==> src/rtl/rtbrs_pkg.sv <==
// shared request codes, status codes, chain token type and prefix helper
package rtbrs_pkg;

    // default number of route slots
    localparam int ROUTE_SLOTS_DEF = 16;

    // slot index and rank width, covers the full slot range up to 256
    localparam int SLOT_W = 8;

    // request codes
    localparam logic [2:0] REQ_ADD    = 3'd0;
    localparam logic [2:0] REQ_REMOVE = 3'd1;
    localparam logic [2:0] REQ_LOOKUP = 3'd2;
    localparam logic [2:0] REQ_UPDATE = 3'd3;
    localparam logic [2:0] REQ_CLEAR  = 3'd4;

    // status codes
    localparam logic [1:0] ST_OK         = 2'd0;
    localparam logic [1:0] ST_FULL       = 2'd1;
    localparam logic [1:0] ST_BAD_HANDLE = 2'd2;
    localparam logic [1:0] ST_NO_ROUTE   = 2'd3;

    // token that walks the cell chain, one cell per cycle
    typedef struct packed {
        logic              live;       // token present in this stage
        logic [2:0]        req;        // request code
        logic              close_up;   // second remove pass: close rank gap
        logic [31:0]       gw;         // router address for add or update
        logic [7:0]        ns;         // neighbor state for add or update
        logic [31:0]       dest;       // lookup destination
        logic              given;      // destination present
        logic [SLOT_W-1:0] handle;     // remove target slot
        logic [SLOT_W-1:0] rank;       // add: new rank, remove: removed rank
        logic              hit;        // placed, found, or route chosen
        logic [SLOT_W-1:0] slot;       // slot of placed or chosen route
        logic [7:0]        best_ns;
        logic [5:0]        best_len;
        logic [SLOT_W-1:0] best_rank;
        logic [31:0]       best_gw;
    } token_t;

    // leading equal bits of two addresses from bit 31 down
    function automatic logic [5:0] prefix_len(input logic [31:0] a, input logic [31:0] b);
        logic [31:0] diff;
        logic [5:0]  n;
        diff = a ^ b;
        n    = 6'd32;
        for (int k = 0; k < 32; k++)
        begin
            if (diff[k])
            begin
                n = 6'(31 - k);
            end
        end
        return n;
    endfunction

endpackage

==> src/rtl/rtbrs_cell.sv <==
// one route slot of the chain: holds a route and works on the passing token
module rtbrs_cell (
    input  logic                             clk,
    input  logic                             rst_n,
    input  logic [rtbrs_pkg::SLOT_W-1:0]     slot_idx,
    input  rtbrs_pkg::token_t                tok_in,
    output rtbrs_pkg::token_t                tok_out
);
    import rtbrs_pkg::*;

    logic              valid_reg, valid_next;
    logic [31:0]       gw_reg, gw_next;
    logic [7:0]        ns_reg, ns_next;
    logic [SLOT_W-1:0] rank_reg, rank_next;
    token_t            tok_reg, tok_next;
    logic [5:0]        len;
    logic              better;

    // prefix length against this slot's router
    assign len = tok_in.given ? prefix_len(tok_in.dest, gw_reg) : 6'd0;

    // lookup ordering: state, then prefix, then earlier insertion
    always_comb
    begin
        if (!tok_in.hit)
        begin
            better = 1'b1;
        end
        else if (ns_reg != tok_in.best_ns)
        begin
            better = ns_reg > tok_in.best_ns;
        end
        else if (len != tok_in.best_len)
        begin
            better = len > tok_in.best_len;
        end
        else
        begin
            better = rank_reg < tok_in.best_rank;
        end
    end

    // slot update and token hand-off
    always_comb
    begin
        valid_next = valid_reg;
        gw_next    = gw_reg;
        ns_next    = ns_reg;
        rank_next  = rank_reg;
        tok_next   = tok_in;
        if (tok_in.live)
        begin
            case (tok_in.req)
                REQ_ADD:
                begin
                    if (!tok_in.hit && !valid_reg)
                    begin
                        valid_next    = 1'b1;
                        gw_next       = tok_in.gw;
                        ns_next       = tok_in.ns;
                        rank_next     = tok_in.rank;
                        tok_next.hit  = 1'b1;
                        tok_next.slot = slot_idx;
                    end
                end
                REQ_REMOVE:
                begin
                    if (!tok_in.close_up)
                    begin
                        if (valid_reg && slot_idx == tok_in.handle)
                        begin
                            valid_next    = 1'b0;
                            tok_next.hit  = 1'b1;
                            tok_next.rank = rank_reg;
                        end
                    end
                    else if (valid_reg && rank_reg > tok_in.rank)
                    begin
                        rank_next = rank_reg - 1'b1;
                    end
                end
                REQ_LOOKUP:
                begin
                    if (valid_reg && better)
                    begin
                        tok_next.hit       = 1'b1;
                        tok_next.slot      = slot_idx;
                        tok_next.best_ns   = ns_reg;
                        tok_next.best_len  = len;
                        tok_next.best_rank = rank_reg;
                        tok_next.best_gw   = gw_reg;
                    end
                end
                REQ_UPDATE:
                begin
                    if (valid_reg && gw_reg == tok_in.gw)
                    begin
                        ns_next = tok_in.ns;
                    end
                end
                REQ_CLEAR:
                begin
                    valid_next = 1'b0;
                end
                default:
                begin
                end
            endcase
        end
    end

    // control state and token
    always_ff @(posedge clk or negedge rst_n)
    begin
        if (!rst_n)
        begin
            valid_reg <= 1'b0;
            tok_reg   <= '0;
        end
        else
        begin
            valid_reg <= valid_next;
            tok_reg   <= tok_next;
        end
    end

    // route payload
    always_ff @(posedge clk)
    begin
        gw_reg   <= gw_next;
        ns_reg   <= ns_next;
        rank_reg <= rank_next;
    end

    assign tok_out = tok_reg;

endmodule

==> src/rtl/route_table_best_router_select_top.sv <==
// route table with best-router selection: request launch, cell chain, response
//
// Routes live in a chain of ROUTE_SLOTS cells, one route per cell. Every request
// enters the head of the chain as a token and moves one cell per clock; add,
// lookup, update, clear and unused codes pass the chain once, then the response
// goes through done_reg to the output register; a remove of a valid handle walks
// the chain twice (find the slot, then close the rank gap). One request is in the
// table at a time, so req_ready is low from acceptance until the response is moved
// to the output register; a waiting response does not block the next request.
module route_table_best_router_select_top #(
    parameter int ROUTE_SLOTS = rtbrs_pkg::ROUTE_SLOTS_DEF
) (
    input  logic        clk,
    input  logic        rst_n,
    input  logic        req_valid,
    output logic        req_ready,
    input  logic [2:0]  req_type,
    input  logic [3:0]  entry_handle,
    input  logic [31:0] gateway_addr,
    input  logic [7:0]  neighbor_state,
    input  logic [31:0] dest_addr,
    input  logic        dest_given,
    output logic        rsp_valid,
    input  logic        rsp_ready,
    output logic [1:0]  status,
    output logic [3:0]  result_handle,
    output logic [31:0] chosen_gateway,
    output logic [5:0]  match_length,
    output logic [4:0]  route_count
);
    import rtbrs_pkg::*;

    localparam int CNT_W = $clog2(ROUTE_SLOTS + 1);

    typedef struct packed {
        logic [1:0]  status;
        logic [3:0]  handle;
        logic [31:0] gw;
        logic [5:0]  len;
        logic [4:0]  count;
    } rsp_t;

    token_t           tok [0:ROUTE_SLOTS];
    token_t           tail;
    logic             accept;
    logic             tail_first_rm;
    logic             tail_final;
    logic             move_out;
    logic             busy_reg, busy_next;
    logic             done_vld_reg, done_vld_next;
    logic             rsp_valid_reg, rsp_valid_next;
    logic [CNT_W-1:0] count_reg, count_next;
    rsp_t             done_reg, done_next;
    rsp_t             out_reg;

    assign accept    = req_valid && req_ready;
    assign req_ready = !busy_reg;
    assign tail      = tok[ROUTE_SLOTS];

    // a found remove goes around once more to close the rank gap
    assign tail_first_rm = tail.live && tail.req == REQ_REMOVE && !tail.close_up && tail.hit;
    assign tail_final    = tail.live && !tail_first_rm;
    assign move_out      = done_vld_reg && (!rsp_valid_reg || rsp_ready);

    // token entering the head of the chain
    always_comb
    begin
        tok[0] = '0;
        if (accept)
        begin
            tok[0].live   = 1'b1;
            tok[0].req    = req_type;
            tok[0].gw     = gateway_addr;
            tok[0].ns     = neighbor_state;
            tok[0].dest   = dest_addr;
            tok[0].given  = dest_given;
            tok[0].handle = SLOT_W'(entry_handle);
            tok[0].rank   = SLOT_W'(count_reg);
        end
        else if (tail_first_rm)
        begin
            tok[0]          = tail;
            tok[0].close_up = 1'b1;
        end
    end

    // chain of route cells
    for (genvar i = 0; i < ROUTE_SLOTS; i++)
    begin : g_cell
        rtbrs_cell u_cell (
            .clk      (clk),
            .rst_n    (rst_n),
            .slot_idx (SLOT_W'(i)),
            .tok_in   (tok[i]),
            .tok_out  (tok[i+1])
        );
    end

    // route count follows the request leaving the chain
    always_comb
    begin
        count_next = count_reg;
        if (tail.live)
        begin
            case (tail.req)
                REQ_ADD:
                begin
                    if (tail.hit)
                    begin
                        count_next = count_reg + 1'b1;
                    end
                end
                REQ_REMOVE:
                begin
                    if (tail_first_rm)
                    begin
                        count_next = count_reg - 1'b1;
                    end
                end
                REQ_CLEAR:
                begin
                    count_next = '0;
                end
                default:
                begin
                end
            endcase
        end
    end

    // response built from the finished token
    always_comb
    begin
        done_next        = '0;
        done_next.count  = 5'(count_next);
        case (tail.req)
            REQ_ADD:
            begin
                done_next.status = tail.hit ? ST_OK : ST_FULL;
                if (tail.hit)
                begin
                    done_next.handle = tail.slot[3:0];
                end
            end
            REQ_REMOVE:
            begin
                done_next.status = tail.close_up ? ST_OK : ST_BAD_HANDLE;
            end
            REQ_LOOKUP:
            begin
                done_next.status = tail.hit ? ST_OK : ST_NO_ROUTE;
                if (tail.hit)
                begin
                    done_next.handle = tail.slot[3:0];
                    done_next.gw     = tail.best_gw;
                    done_next.len    = tail.best_len;
                end
            end
            default:
            begin
                done_next.status = ST_OK;
            end
        endcase
    end

    // handshake control
    always_comb
    begin
        busy_next      = busy_reg;
        done_vld_next  = done_vld_reg;
        rsp_valid_next = rsp_valid_reg;
        if (rsp_ready)
        begin
            rsp_valid_next = 1'b0;
        end
        if (move_out)
        begin
            rsp_valid_next = 1'b1;
            done_vld_next  = 1'b0;
            busy_next      = 1'b0;
        end
        if (tail_final)
        begin
            done_vld_next = 1'b1;
        end
        if (accept)
        begin
            busy_next = 1'b1;
        end
    end

    always_ff @(posedge clk or negedge rst_n)
    begin
        if (!rst_n)
        begin
            busy_reg      <= 1'b0;
            done_vld_reg  <= 1'b0;
            rsp_valid_reg <= 1'b0;
            count_reg     <= '0;
        end
        else
        begin
            busy_reg      <= busy_next;
            done_vld_reg  <= done_vld_next;
            rsp_valid_reg <= rsp_valid_next;
            count_reg     <= count_next;
        end
    end

    // response payload
    always_ff @(posedge clk)
    begin
        if (tail_final)
        begin
            done_reg <= done_next;
        end
        if (move_out)
        begin
            out_reg <= done_reg;
        end
    end

    assign rsp_valid      = rsp_valid_reg;
    assign status         = out_reg.status;
    assign result_handle  = out_reg.handle;
    assign chosen_gateway = out_reg.gw;
    assign match_length   = out_reg.len;
    assign route_count    = out_reg.count;

endmodule

==> config.mk <==
export PLATFORM = sky130hd
export DESIGN_NAME = route_table_best_router_select_top
export DESIGN_NICKNAME = d
export VERILOG_FILES = /design/src/rtl/rtbrs_pkg.sv /design/src/rtl/rtbrs_cell.sv /design/src/rtl/route_table_best_router_select_top.sv
export SDC_FILE = /design/constraint.sdc
export NUM_CORES = 2
export LEC_CHECK = 0
export BUFFER_PORTS_ARGS = -buffer_cell sky130_fd_sc_hd__buf_2
export CAP_MARGIN = 25
export CORE_MARGIN = 2
export CORE_UTILIZATION = 40
export DETAILED_ROUTE_END_ITERATION = 8
export GPL_ROUTABILITY_DRIVEN = 0
export MAX_ROUTING_LAYER = met4
export PLACE_DENSITY = 0.6
export SYNTH_ARGS = -nofsm -noshare
export SYNTH_HDL_FRONTEND = slang
export SYNTH_SLANG_ARGS = --single-unit
==> constraint.sdc <==
create_clock -name clk -period 5 [get_ports clk]
set_input_delay 0.5 -clock clk [delete_from_list [all_inputs] [get_ports clk]]
set_output_delay 0.5 -clock clk [all_outputs]
set_load 0.05 [all_outputs]
==> metrics.txt <==
# TYPE chip_impl_metric gauge
chip_impl_info{name="status",value="finished clean"} 1
chip_impl_metric{name="cp.buffers_inverters",unit=""} 2
chip_impl_metric{name="grt_pass1_vias",unit=""} 83048
chip_impl_metric{name="worst_ep_required_time",unit="ns"} 5.57
chip_impl_metric{name="die_w",unit="um"} 584.9
chip_impl_info{name="min_path_type",value="in -> reg"} 1
chip_impl_metric{name="clock_sink_count",unit=""} 3338
chip_impl_info{name="crit_family",value="simple AND/OR/NAND/NOR gates"} 1
chip_impl_metric{name="dieHeight",unit="um"} 584.9
chip_impl_metric{name="post_route_cells_drive_above_1_share",unit="%"} 16.11
chip_impl_metric{name="synth_sequential_area_ratio",unit="%"} 65.09
chip_impl_info{name="ys_top_cells_by_area",value="dfrtp_1 46%, edfxtp_1 19%, mux2_2 6.0%"} 1
chip_impl_metric{name="timing_hold_violations_final",unit=""} 0
chip_impl_metric{name="p_leak",unit="uW"} 0.06812
chip_impl_metric{name="area_growth_syn_to_layout",unit="%"} 13.99
chip_impl_metric{name="worstMarginPinSlew",unit="ns"} 1.207
chip_impl_metric{name="power_frac_comb",unit="%"} 13.4
chip_impl_info{name="synth_commonest_cells",value="2,472 x dfrtp_1, 866 x edfxtp_1, 719 x mux2_2"} 1
chip_impl_metric{name="total_congestion_overflow_after_global_routing",unit=""} 0
chip_impl_metric{name="grt_first_pass_wirelength",unit="um"} 596500
chip_impl_metric{name="ff_latch_count_synth",unit=""} 3338
chip_impl_info{name="cpMaxStageDelayCell",value="o21ai_0"} 1
chip_impl_metric{name="number_of_cts_inserted_buffers",unit=""} 336
chip_impl_metric{name="nNetsFinal",unit=""} 11016
chip_impl_info{name="yosys.area.top_type",value="dfrtp_1"} 1
chip_impl_metric{name="netlist_area",unit="mm^2"} 0.1350
chip_impl_metric{name="drt_wl_total",unit="um"} 418700
chip_impl_metric{name="first_pass_iters",unit=""} 7
chip_impl_metric{name="power.density_cell_area",unit="mW/mm^2"} 456.6
chip_impl_metric{name="whs_path_depth",unit=""} 4
chip_impl_metric{name="post_cts_buffers",unit=""} 0
chip_impl_metric{name="min_period_over_period",unit="%"} 95.82
chip_impl_metric{name="number_of_nets_produced_by_synthesis",unit=""} 10556
chip_impl_metric{name="floorplan.core_area",unit="mm^2"} 0.3363
chip_impl_metric{name="post_synth.cell_area_avg",unit="um^2"} 13.48
chip_impl_info{name="critPathCaptureType",value="flip-flop"} 1
chip_impl_metric{name="die-area",unit="mm^2"} 0.3421
chip_impl_metric{name="skew",unit="ns"} 0.05697
chip_impl_metric{name="asyncSetResetFlopFracSynth",unit="%"} 74.06
chip_impl_info{name="most_numerous_cell_in_the_yosys_netlist",value="dfrtp_1"} 1
chip_impl_metric{name="maxSlewViolCount",unit=""} 0
chip_impl_metric{name="clockBufferDepth",unit=""} 4
chip_impl_metric{name="gr-usage-all-layers",unit="%"} 24.94
chip_impl_info{name="tritoncts",value="done"} 1
chip_impl_metric{name="ir_worst_vdd",unit="V"} 0.0002553
chip_impl_metric{name="cp_max_fo",unit=""} 32
chip_impl_metric{name="io-pin-count",unit=""} 135
chip_impl_info{name="postSynth.topFlopCell",value="dfrtp_1"} 1
chip_impl_metric{name="timing.final.crit_period",unit="ns"} 4.791
chip_impl_metric{name="worstRegToRegCells",unit=""} 11
chip_impl_metric{name="cp_slowest_stage_delay",unit="ns"} 0.97
chip_impl_metric{name="final_antenna_net_count",unit=""} 0
chip_impl_metric{name="synth_top_cell_area_share",unit="%"} 45.83
chip_impl_metric{name="synth-edff-count",unit=""} 866
chip_impl_metric{name="pwr-share-seq",unit="%"} 50.1
chip_impl_metric{name="slew_headroom",unit="%"} 18.69
chip_impl_metric{name="clkSlewWorstSetupHoldPaths",unit="ns"} 0.07
chip_impl_metric{name="route.vias.total",unit=""} 82533
chip_impl_metric{name="antenna_found_initial",unit=""} 33
chip_impl_metric{name="initialDrtViolationCount",unit=""} 8890
chip_impl_metric{name="netSwitchingPower",unit="uW"} 20140
chip_impl_metric{name="clock.fmax",unit="MHz"} 208.7
chip_impl_metric{name="synthDistinctLibCells",unit=""} 95
chip_impl_metric{name="p_int",unit="uW"} 50110
chip_impl_metric{name="post_drt_wl_per_cell",unit="um"} 27.40
chip_impl_metric{name="clkPwrFrac",unit="%"} 36.5
chip_impl_metric{name="place.detailed.hpwl",unit="um"} 325600
chip_impl_info{name="unrepaired_setup_endpoints_after_global_routing",value="false"} 1
chip_impl_metric{name="timing.critical_path.depth",unit=""} 11
chip_impl_info{name="setup.worst_path.start_class",value="flip-flop"} 1
chip_impl_metric{name="drt_drc_violations_left",unit=""} 0
chip_impl_metric{name="setup-violations-final",unit=""} 0
chip_impl_metric{name="setup-tns-final",unit="ns"} 0
chip_impl_metric{name="yosysWarningCount",unit=""} 0
chip_impl_metric{name="cts-htree-levels",unit=""} 5
chip_impl_info{name="clock_tree.root_cell",value="clkbuf_16"} 1
chip_impl_metric{name="grt_start_max_net_pins",unit=""} 165
chip_impl_metric{name="place.port_buffers",unit=""} 134
chip_impl_info{name="timing_worst_setup_path_type",value="reg -> reg"} 1
chip_impl_metric{name="starting_density_of_the_core",unit="%"} 40.13
chip_impl_metric{name="viasPerCell",unit=""} 5.401
chip_impl_metric{name="syn_inst",unit=""} 10011
chip_impl_metric{name="layout.core_utilization",unit="%"} 45.75
chip_impl_metric{name="largest_register_ffs",unit=""} 2448
chip_impl_metric{name="max_cap_viol_count",unit=""} 0
chip_impl_metric{name="core.rowCount",unit=""} 213
chip_impl_metric{name="worst-endpoint-arrival",unit="ns"} 5.36
chip_impl_metric{name="switching_share",unit="%"} 28.67
chip_impl_metric{name="worst_skew_pair_latency",unit="ns"} 0.90
chip_impl_info{name="cp_cell_sequence",value="nor3b_2, buf_4, nand2_2, o21ai_0, xor2_1, nor4_1, nand4_1, nor4_1, nand4_1, a21oi_1, buf_4"} 1
[cells in the final DEF (no fill, tap or decap), drive strengths merged, types with 35 or more instances in the layout]
cell type  synthesis  routed
nand3            111     111
xor2             664     664
o21ai            509     509
nor2             395     395
or3               38      38
a21o             140     140
nor2b            114     114
buf              106     307
clkbuf            94     475
nand2            685     685
clkinv             0      85
or2               39      39
a211oi            35      36
and3              38      38
ha               461     461
nand4            173     173
nand2b            97      97
and2              96      96
a22oi             35      35
dfrtp           2472    2472
mux2             770     770
inv              584     609
a21oi            262     262
nor3             128     128
edfxtp           866     866
xnor2            476     476
o21a              50      50
nor4             149     149
[layout make-up]
cell class / instances / area [um^2]
Antenna cell: 17 / 42.54
Clock buffer: 470 / 9806
Clock inverter: 145 / 1480
Fill cell: 29567 / 182500
Inverter: 584 / 2192
Multi-Input combinational cell: 5890 / 44220
Sequential cell: 3338 / 87860
Tap cell: 4515 / 5649
Timing Repair Buffer: 321 / 2613
[worst register-to-register path, stage by stage (launching register included)]
cell and delay, ns:
dfrtp_1 0.50, nor3b_2 0.26, buf_4 0.22, nand2_2 0.36, o21ai_0 0.97, xor2_1 0.23, nor4_1 0.79, nand4_1 0.19
nor4_1 0.39, nand4_1 0.14, a21oi_1 0.20, buf_4 0.21
[power by group through the flow]
stage | Sequential [uW] | Combinational, uW | Clock (uW)
after global placement | 35600 | 8880 | 0
after detailed placement | 35600 | 9140 | 0
after global routing | 35400 | 10200 | 27100
final | 35200 | 9390 | 25600
after CTS | 35100 | 9250 | 26000
after floorplan | 33400 | 6110 | 0
[per-stage QoR]
step                area [um^2]  power (uW)  hold slack (ns)  instances  worst slack [ns]
global route             153800       72750          0.03473      15268          0.001181
floorplan                135000       39510           0.2044      10011            0.5041
global placement         142200       44500           0.3493      14615           0.03007
CTS                      153600       70420         0.002462      15249           0.06599
finish                   153900       70250          0.07358      15280            0.2089
detailed placement       142300       44760           0.3534      14626            0.1144
[final timing paths]
| path | from | end | slack, ns |
|---|---|---|---|
| setup reg to reg | g_cell[15].u_cell.tok_out[153] | g_cell[0].u_cell.ns_reg[6] | 0.21 |
| hold / removal | gateway_addr[27] | g_cell[0].u_cell.tok_out[147] | 0.07 |
| max in group asynchronous | rst_n | g_cell[4].u_cell.tok_out[34] | 3.13 |
| hold reg to reg | g_cell[4].u_cell.tok_out[72] | g_cell[5].u_cell.tok_out[72] | 0.37 |
| min in group asynchronous | rst_n | g_cell[15].u_cell.tok_out[65] | 0.12 |
| setup / recovery | g_cell[15].u_cell.tok_out[153] | g_cell[0].u_cell.ns_reg[6] | 0.21 |
[timing repair]
action | CTS | global route
hold endpoints to repair | 84 | 0
gates resized for setup | 0 | 7
hold buffers | 8 | 0
endpoints found under the setup margin | 0 | 90
[metal layers]
layer | global-route usage (%) | part of all wire [%] | up-vias
met4 | 8.871 | 4.1 | 0
met5 | - | 0 | -
li1 | - | - | 35824
met2 | 37.56 | 46 | 3515
met1 | 32.61 | 41 | 42386
met3 | 6.479 | 9.2 | 808
[logic make-up (layout without fill, tap and decap cells)]
logic type,Yosys count,count (layout),synth area share (%)
adders and majority gates,461,461,4.273
buffers and inverters,784,1520,2.339
xor gates and xnor gates,1140,1140,7.397
and+or+nand+nor,2198,2198,8.218
DFF,3338,3338,65.09
other,0,17,0
muxes,787,787,6.683
AOI/OAI and AO/OA,1303,1304,5.999
Note: power is estimated with default switching activity, not from simulation.
